### src/rtl/sat_pkg.sv
package sat_pkg;

    localparam int OP_W    = 2;
    localparam int VAL_W   = 32;
    localparam int STAT_W  = 2;
    localparam int FIELD_W = 6;

    typedef enum logic [OP_W-1:0] {
        OP_INSERT  = 2'd0,
        OP_DELETE  = 2'd1,
        OP_BSEARCH = 2'd2,
        OP_LSEARCH = 2'd3
    } op_t;

    typedef enum logic [STAT_W-1:0] {
        STAT_OK        = 2'd0,
        STAT_FULL      = 2'd1,
        STAT_EMPTY     = 2'd2,
        STAT_NOT_FOUND = 2'd3
    } status_t;

    typedef enum logic [2:0] {
        S_IDLE,
        S_INS,
        S_INS_PUT,
        S_DEL_FIND,
        S_DEL_SHIFT,
        S_BIN,
        S_LIN,
        S_LIN_END
    } state_t;

endpackage

### src/rtl/sat_ram.sv
module sat_ram #(
    parameter int WIDTH = 32,
    parameter int DEPTH = 32
) (
    input  logic                     clk,
    input  logic                     we,
    input  logic [$clog2(DEPTH)-1:0] waddr,
    input  logic [WIDTH-1:0]         wdata,
    input  logic                     re,
    input  logic [$clog2(DEPTH)-1:0] raddr,
    output logic [WIDTH-1:0]         rdata
);

    logic [WIDTH-1:0] mem_reg [DEPTH];
    logic [WIDTH-1:0] rdata_reg;

    always_ff @(posedge clk)
    begin
        if (we)
        begin
            mem_reg[waddr] <= wdata;
        end
    end

    // registered read
    always_ff @(posedge clk)
    begin
        if (re)
        begin
            rdata_reg <= mem_reg[raddr];
        end
    end

    assign rdata = rdata_reg;

endmodule

### src/rtl/sorted_array_table.sv
// sorted table of signed 32-bit values kept in ascending order in one
// DEPTH-entry memory, with its length in a register. a command beat is taken
// when start is high and busy is low; opcode selects insert, delete, binary
// search or linear search of value. results come out as one-cycle pulses on
// valid with status, position, count and last; the receiver cannot hold
// them off, so it must take every pulse. insert and delete walk the memory
// one entry per cycle through its single read port: insert moves each larger
// entry up one place from the top (an empty or a full table is answered
// straight from idle), delete scans to the match, then closes the gap. binary
// search probes at most clog2(length)+1 entries. linear search reads every
// entry once and gives its match results as it scans; each match is held
// back until the next one or the end, so the final one can carry last. every
// command gives its first result no earlier than the cycle after it was
// taken. memory contents need no clearing: only entries below the length are
// ever read.
module sorted_array_table #(
    parameter int DEPTH = 32
) (
    input  logic                                clk,
    input  logic                                rst_n,
    input  logic                                start,
    input  logic [sat_pkg::OP_W-1:0]            opcode,
    input  logic signed [sat_pkg::VAL_W-1:0]    value,
    output logic                                busy,
    output logic                                valid,
    output logic [sat_pkg::STAT_W-1:0]          status,
    output logic [sat_pkg::FIELD_W-1:0]         position,
    output logic [sat_pkg::FIELD_W-1:0]         count,
    output logic                                last
);

    import sat_pkg::*;

    localparam int AW = $clog2(DEPTH);
    localparam int LW = $clog2(DEPTH + 1);

    // control state
    state_t                     state_reg, state_next;
    logic [LW-1:0]              length_reg, length_next;
    logic [AW-1:0]              idx_reg, idx_next;
    logic [LW-1:0]              lo_reg, lo_next;
    logic [LW-1:0]              hx_reg, hx_next;
    logic                       pend_reg, pend_next;
    logic [FIELD_W-1:0]         pend_pos_reg, pend_pos_next;
    logic signed [VAL_W-1:0]    value_reg, value_next;

    // result register
    logic                       valid_reg, valid_next;
    status_t                    status_reg, status_next;
    logic [FIELD_W-1:0]         position_reg, position_next;
    logic [FIELD_W-1:0]         count_reg, count_next;
    logic                       last_reg, last_next;

    // memory port
    logic                       ram_we, ram_re;
    logic [AW-1:0]              ram_waddr, ram_raddr;
    logic signed [VAL_W-1:0]    ram_wdata, ram_rdata;

    logic                       accept;
    op_t                        op_in;
    logic                       tbl_full, tbl_empty;
    logic [AW-1:0]              last_idx;
    logic [AW:0]                idx_plus;
    logic                       at_end;
    logic                       rd_eq, rd_gt, rd_lt;
    logic [LW-1:0]              lo_new, hx_new, bin_span;
    logic [AW-1:0]              mid_new, mid_first;
    logic                       bin_done;

    sat_ram #(
        .WIDTH (VAL_W),
        .DEPTH (DEPTH)
    ) u_ram (
        .clk   (clk),
        .we    (ram_we),
        .waddr (ram_waddr),
        .wdata (ram_wdata),
        .re    (ram_re),
        .raddr (ram_raddr),
        .rdata (ram_rdata)
    );

    assign busy      = (state_reg != S_IDLE);
    assign accept    = start && !busy;
    assign op_in     = op_t'(opcode);
    assign tbl_full  = (length_reg == LW'(DEPTH));
    assign tbl_empty = (length_reg == '0);
    assign last_idx  = AW'(length_reg - 1'b1);
    assign idx_plus  = {1'b0, idx_reg} + 1'b1;
    assign at_end    = (idx_reg == last_idx);

    // compare of the entry read last cycle against the command value
    assign rd_eq = (ram_rdata == value_reg);
    assign rd_gt = (ram_rdata > value_reg);
    assign rd_lt = !rd_eq && !rd_gt;

    // binary search: half-open window [lo, hx)
    assign lo_new    = rd_lt ? LW'(idx_plus) : lo_reg;
    assign hx_new    = rd_lt ? hx_reg : LW'(idx_reg);
    assign bin_done  = (lo_new >= hx_new);
    assign bin_span  = hx_new - lo_new - 1'b1;
    assign mid_new   = AW'(lo_new + (bin_span >> 1));
    assign mid_first = AW'((length_reg - 1'b1) >> 1);

    // next state
    always_comb
    begin
        state_next = state_reg;
        case (state_reg)
            S_IDLE:
            begin
                if (accept)
                begin
                    case (op_in)
                        OP_INSERT:  state_next = (tbl_full || tbl_empty) ? S_IDLE : S_INS;
                        OP_DELETE:  state_next = tbl_empty ? S_IDLE : S_DEL_FIND;
                        OP_BSEARCH: state_next = tbl_empty ? S_IDLE : S_BIN;
                        OP_LSEARCH: state_next = tbl_empty ? S_IDLE : S_LIN;
                        default:    state_next = S_IDLE;
                    endcase
                end
            end
            S_INS:
            begin
                if (rd_gt && idx_reg == '0)
                begin
                    state_next = S_INS_PUT;
                end
                else if (!rd_gt)
                begin
                    state_next = S_IDLE;
                end
            end
            S_INS_PUT:
            begin
                state_next = S_IDLE;
            end
            S_DEL_FIND:
            begin
                if (at_end)
                begin
                    state_next = S_IDLE;
                end
                else if (rd_eq)
                begin
                    state_next = S_DEL_SHIFT;
                end
            end
            S_DEL_SHIFT:
            begin
                if (at_end)
                begin
                    state_next = S_IDLE;
                end
            end
            S_BIN:
            begin
                if (rd_eq || bin_done)
                begin
                    state_next = S_IDLE;
                end
            end
            S_LIN:
            begin
                if (at_end)
                begin
                    state_next = S_LIN_END;
                end
            end
            S_LIN_END:
            begin
                state_next = S_IDLE;
            end
            default:
            begin
                state_next = S_IDLE;
            end
        endcase
    end

    // datapath, memory control and results
    always_comb
    begin
        length_next   = length_reg;
        idx_next      = idx_reg;
        lo_next       = lo_reg;
        hx_next       = hx_reg;
        pend_next     = pend_reg;
        pend_pos_next = pend_pos_reg;
        value_next    = value_reg;
        valid_next    = 1'b0;
        status_next   = STAT_OK;
        position_next = '0;
        last_next     = 1'b1;
        ram_we        = 1'b0;
        ram_waddr     = '0;
        ram_wdata     = value_reg;
        ram_re        = 1'b0;
        ram_raddr     = '0;

        case (state_reg)
            S_IDLE:
            begin
                if (accept)
                begin
                    value_next = value;
                    case (op_in)
                        OP_INSERT:
                        begin
                            if (tbl_full)
                            begin
                                valid_next  = 1'b1;
                                status_next = STAT_FULL;
                            end
                            else if (tbl_empty)
                            begin
                                // first entry goes straight in
                                ram_we      = 1'b1;
                                ram_waddr   = '0;
                                ram_wdata   = value;
                                length_next = length_reg + 1'b1;
                                valid_next  = 1'b1;
                            end
                            else
                            begin
                                ram_re    = 1'b1;
                                ram_raddr = last_idx;
                                idx_next  = last_idx;
                            end
                        end
                        OP_BSEARCH:
                        begin
                            if (tbl_empty)
                            begin
                                valid_next  = 1'b1;
                                status_next = STAT_EMPTY;
                            end
                            else
                            begin
                                lo_next   = '0;
                                hx_next   = length_reg;
                                ram_re    = 1'b1;
                                ram_raddr = mid_first;
                                idx_next  = mid_first;
                            end
                        end
                        default:
                        begin
                            // delete and linear search both scan up from entry 0
                            if (tbl_empty)
                            begin
                                valid_next  = 1'b1;
                                status_next = STAT_EMPTY;
                            end
                            else
                            begin
                                ram_re    = 1'b1;
                                ram_raddr = '0;
                                idx_next  = '0;
                                pend_next = 1'b0;
                            end
                        end
                    endcase
                end
            end
            S_INS:
            begin
                ram_we    = 1'b1;
                ram_waddr = AW'(idx_plus);
                if (rd_gt)
                begin
                    // move the larger entry up one place
                    ram_wdata = ram_rdata;
                    if (idx_reg != '0)
                    begin
                        ram_re    = 1'b1;
                        ram_raddr = idx_reg - 1'b1;
                        idx_next  = idx_reg - 1'b1;
                    end
                end
                else
                begin
                    ram_wdata   = value_reg;
                    length_next = length_reg + 1'b1;
                    valid_next  = 1'b1;
                end
            end
            S_INS_PUT:
            begin
                ram_we      = 1'b1;
                ram_waddr   = '0;
                ram_wdata   = value_reg;
                length_next = length_reg + 1'b1;
                valid_next  = 1'b1;
            end
            S_DEL_FIND:
            begin
                if (rd_eq && at_end)
                begin
                    length_next = length_reg - 1'b1;
                    valid_next  = 1'b1;
                end
                else if (at_end)
                begin
                    valid_next  = 1'b1;
                    status_next = STAT_NOT_FOUND;
                end
                else
                begin
                    ram_re    = 1'b1;
                    ram_raddr = AW'(idx_plus);
                    idx_next  = AW'(idx_plus);
                end
            end
            S_DEL_SHIFT:
            begin
                // close the gap: entry idx moves down one place
                ram_we    = 1'b1;
                ram_waddr = idx_reg - 1'b1;
                ram_wdata = ram_rdata;
                if (at_end)
                begin
                    length_next = length_reg - 1'b1;
                    valid_next  = 1'b1;
                end
                else
                begin
                    ram_re    = 1'b1;
                    ram_raddr = AW'(idx_plus);
                    idx_next  = AW'(idx_plus);
                end
            end
            S_BIN:
            begin
                if (rd_eq)
                begin
                    valid_next    = 1'b1;
                    position_next = FIELD_W'(idx_plus);
                end
                else if (bin_done)
                begin
                    valid_next  = 1'b1;
                    status_next = STAT_NOT_FOUND;
                end
                else
                begin
                    lo_next   = lo_new;
                    hx_next   = hx_new;
                    ram_re    = 1'b1;
                    ram_raddr = mid_new;
                    idx_next  = mid_new;
                end
            end
            S_LIN:
            begin
                // hold each match back until the next one or the end, so the final one can carry last
                if (rd_eq)
                begin
                    pend_next     = 1'b1;
                    pend_pos_next = FIELD_W'(idx_plus);
                    if (pend_reg)
                    begin
                        valid_next    = 1'b1;
                        position_next = pend_pos_reg;
                        last_next     = 1'b0;
                    end
                end
                if (!at_end)
                begin
                    ram_re    = 1'b1;
                    ram_raddr = AW'(idx_plus);
                    idx_next  = AW'(idx_plus);
                end
            end
            S_LIN_END:
            begin
                valid_next = 1'b1;
                if (pend_reg)
                begin
                    position_next = pend_pos_reg;
                end
                else
                begin
                    status_next = STAT_NOT_FOUND;
                end
            end
            default:
            begin
                valid_next = 1'b0;
            end
        endcase

        count_next = FIELD_W'(length_next);
    end

    always_ff @(posedge clk or negedge rst_n)
    begin
        if (!rst_n)
        begin
            state_reg    <= S_IDLE;
            length_reg   <= '0;
            idx_reg      <= '0;
            lo_reg       <= '0;
            hx_reg       <= '0;
            pend_reg     <= 1'b0;
            pend_pos_reg <= '0;
            valid_reg    <= 1'b0;
        end
        else
        begin
            state_reg    <= state_next;
            length_reg   <= length_next;
            idx_reg      <= idx_next;
            lo_reg       <= lo_next;
            hx_reg       <= hx_next;
            pend_reg     <= pend_next;
            pend_pos_reg <= pend_pos_next;
            valid_reg    <= valid_next;
        end
    end

    // payload registers
    always_ff @(posedge clk)
    begin
        value_reg    <= value_next;
        status_reg   <= status_next;
        position_reg <= position_next;
        count_reg    <= count_next;
        last_reg     <= last_next;
    end

    assign valid    = valid_reg;
    assign status   = status_reg;
    assign position = position_reg;
    assign count    = count_reg;
    assign last     = last_reg;

    // length never passes the table size
    a_length_bound: assert property (@(posedge clk) disable iff (!rst_n)
        length_reg <= LW'(DEPTH))
        else $error("length beyond table size");

    // the shift walks never write the entry being read
    a_no_collision: assert property (@(posedge clk) disable iff (!rst_n)
        ram_we && ram_re |-> ram_waddr != ram_raddr)
        else $error("memory read and write hit the same entry");

    // a taken command either starts a walk or answers at once
    a_cmd_progress: assert property (@(posedge clk) disable iff (!rst_n)
        start && !busy |=> busy || valid)
        else $error("command taken with no walk and no result");

    // only a linear search gives a result that is not its last, and it keeps going
    a_mid_result: assert property (@(posedge clk) disable iff (!rst_n)
        valid && !last |-> status_reg == STAT_OK && busy)
        else $error("non-final result outside a linear search");

    // table full is reported only when the table really is full
    a_full_status: assert property (@(posedge clk) disable iff (!rst_n)
        valid && status_reg == STAT_FULL |-> tbl_full)
        else $error("full status with room left");

endmodule

### config.mk
export PLATFORM = sky130hd
export DESIGN_NAME = sorted_array_table
export DESIGN_NICKNAME = d
export VERILOG_FILES = /design/src/rtl/sat_pkg.sv /design/src/rtl/sat_ram.sv /design/src/rtl/sorted_array_table.sv
export SDC_FILE = /design/constraint.sdc
export NUM_CORES = 2
export LEC_CHECK = 0
export BUFFER_PORTS_ARGS = -buffer_cell sky130_fd_sc_hd__clkbuf_2
export CAP_MARGIN = 20
export CORE_UTILIZATION = 45
export DETAILED_ROUTE_END_ITERATION = 10
export PLACE_DENSITY = 0.65
export SYNTH_ARGS = -nofsm -noshare
export SYNTH_HDL_FRONTEND = slang
export SYNTH_SLANG_ARGS = --single-unit
### constraint.sdc
create_clock -name clk -period 6.6 [get_ports clk]
set_clock_uncertainty 0.15 [all_clocks]
set_input_delay 0.99 -clock clk [delete_from_list [all_inputs] [get_ports clk]]
set_output_delay 0.99 -clock clk [all_outputs]
set_load 0.03 [all_outputs]
==> run metrics <==
synthesized cell area=47700 um2; Net Count, Synth=3669; CTS tree=done; clk slew on worst S/H paths=0.06 ns; Synth Register Bits=1137; hold buffer count at CTS=0; overall routing resource usage=0.270; IO buf count=53; mean number of vias per cell=6.14; remaining antenna violation count=0; status=complete, no violations; Worst-Margin Slew=1.16 ns; Synth area leader=edfxtp_1; DIE AREA=107000 um2; Num CTS Buffers=112; final worst setup slack=0.0997 ns; Final Max Slew Viols=0; Hold WC Path Type=input port to asynchronous set/reset pin; Num Clock Sinks=1137; crit path time final=6.50 ns; MaxCap Viol Count=0; core footprint=105000 um2; Layout Utilization=0.539; FILL cells=8523; number of flip-flops in the largest register=1024; Vias=32.7k; Avg WL per Cell=27.5 um; Placement Setup Slack=-0.503 ns; final period utilization=0.985; Clock Tree Root=clkbuf_16; row cnt=119; nets@finish=3922; Synth cell types=70; most used cell, CP=buf_4; H-tree Lvls=3; CP max stage delay=0.50 ns; CTS max path bufs=3; GRT overflow=0; Post-Syn Instances=3579; Critical Path RT=6.90 ns; sequential element share of the synthesized area=0.710; met1 Use GR=0.374; number of global-route vias before repair=31.0k; ys flop type=edfxtp_1; CP arrival=6.80 ns; Post-synth EDFFs=1088; Detail Placement HPWL=89800 um; Routed WL=146000 um; antenna violations before repair=2; critical-path maximum fanout=15; final hold violation count=0; Mapped Avg Cell Area=13.3 um2; Slew headroom=0.222; share of layout cells above drive strength 1=0.187; sum of negative setup slack=0 ns; largest net degree at the start of global routing=67; Placer Congestion=0.912; global routing's busiest layer=met2; first-pass GRT wire length=212000 um; Ys Warns=0; fin area=56700 um2; Setup crit start kind=flop; Die W=327 um; DRC Markers=0; Starting DRT DRC Count=4564; GR Util met2=0.428; router iterations before antenna repair=8; FMAX=154 MHz; Synth area leaders=edfxtp_1, nand2_1, a211oi_1; area delta synth->final=18.9%; Post-Place Cell Area=52200 um2; Async SR Flop Fraction=0.0299; critical path's slowest cell=edfxtp_1; Initial Util=0.453; I/O pin count=54; Die Y=327 um; Setup violations, final=0; Worst Setup Path Type=flop to flop; Clk Latency, worst-skew pair=0.73 ns; critical path capture point type=flop; GR met3 Demand/Resource=0.0483; share of the synthesized area in the top cell type=0.685
==> metrics by stage <==
step | instances | hold slack [ns]
after floorplan | 3579 | 0.291
after global placement | 5080 | 0.308
after detailed placement | 5083 | 0.318
after CTS | 5296 | 0.254
after global routing | 5320 | 0.310
final | 5321 | 0.265
==> synth_stat cells, types with 3 or more instances <==
cell type,count
a211o_1,4
a211oi_1,196
a21o_1,12
a21oi_1,96
a221oi_1,3
a222oi_1,21
a22oi_1,4
a311oi_1,102
a311oi_2,30
a31oi_1,99
a32oi_1,3
and2_1,9
and3_1,194
buf_1,19
buf_2,61
buf_4,9
buf_6,8
clkbuf_1,165
dfrtp_1,34
dfxtp_1,15
edfxtp_1,1088
ha_1,51
inv_1,79
mux2i_1,9
nand2_1,761
nand2b_1,10
nand3_1,148
nand4_1,7
nor2_1,75
nor2b_1,8
nor3_1,12
nor3b_1,4
nor4_2,32
o211ai_1,5
o21a_1,3
o21ai_0,67
o21ai_1,3
o221ai_1,3
o22a_1,3
o22ai_1,39
o32ai_1,31
or2_2,3
xnor2_1,14
xor2_1,6
==> cell families after synthesis <==
group,after synthesis,synth area share
flip-flops,1137,0.710
multiplexers,10,0.00213
XOR/XNOR,20,0.00367
AND/OR/NAND/NOR,1276,0.125
adder cells (fa/ha/maj),53,0.0142
buffers and inverters,341,0.0304
AO/OA/AOI/OAI,742,0.115
==> cells in the final DEF, fill, tap and decap left out, drive strengths merged, types with 4 or more instances in the layout <==
cell	Yosys	routed
a22oi	4	4
nor3	12	12
xor2	6	6
a211oi	196	196
mux2i	9	9
a21oi	97	97
inv	79	86
and3	194	194
nand2b	10	10
dfrtp	34	34
or2	4	4
nand4	8	8
o22ai	39	39
nand2	762	762
nor2b	8	8
a21o	12	12
a311oi	133	133
o32ai	31	31
clkbuf	165	189
nor3b	5	5
o311ai	4	4
nor2	75	75
xnor2	14	14
clkinv	0	49
and2	9	9
edfxtp	1088	1088
o211ai	5	5
nand3	148	148
bufinv	0	18
o21ai	70	70
ha	51	51
nor4	33	33
a31oi	99	99
a222oi	21	21
buf	97	346
dfxtp	15	15
a211o	4	4
==> layout make-up <==
cell class / count / area [um2] / area share
diodes: 1 / 2.50 / 0.0000442
clock buffers: 134 / 2910 / 0.0513
clock inverters: 77 / 920 / 0.0162
inverters: 79 / 297 / 0.00523
multi-input cells: 2101 / 13100 / 0.231
flip-flops and latches: 1137 / 33800 / 0.597
well taps: 1391 / 1740 / 0.0307
repair buffers: 401 / 3910 / 0.0690
==> worst paths after layout <==
| path | startpoint | end | slack [ns] | depth (start not counted) |
|---|---|---|---|---|
| hold / removal | rst_n | pend_pos_reg[3]$_DFFE_PN0P_ | 0.27 | 1 |
| hold reg to reg | pend_pos_reg[2]$_DFFE_PN0P_ | pend_pos_reg[2]$_DFFE_PN0P_ | 0.35 | 2 |
| max in group asynchronous | rst_n | lo_reg[3]$_DFFE_PN0P_ | 5.46 | 1 |
| setup / recovery | u_ram.rdata[27]$_DFFE_PP_ | u_ram.rdata[31]$_DFFE_PP_ | 0.1 | 27 |
| setup reg to reg | u_ram.rdata[27]$_DFFE_PP_ | u_ram.rdata[31]$_DFFE_PP_ | 0.1 | 27 |
| min in group clk | value[5] | value_reg[5]$_DFFE_PP_ | 0.34 | 1 |
==> timing repair <==
item                                    4_1_cts  5_1_grt
resized for setup                            10       51
endpoints found under the setup margin       32       32
buffers inserted                              2       18
gates cloned                                  0        2
pin swaps                                     4       14
==> layer usage <==
metal	part of all wire	routed length, um	vias to the layer above
met3	0.10	14800	295
met2	0.46	68000	1868
met1	0.40	58200	16300
li1	-	-	14200
met4	0.037	5380	2
met5	0.000048	7	-
==> worst max-delay path: cells and delay by family, from the launching register on <==
kind	cells	cell delay, ns
muxes	1	0.23
DFF	1	0.50
xor gates and xnor gates	2	0.29
AOI/OAI and AO/OA	5	0.90
buffers and inverters	7	1.18
and+or+nand+nor	9	2.11
adders and majority gates	3	0.84
Power is not shown: default switching activity piles up to over one toggle a cycle in this logic, so the estimate is an artifact.
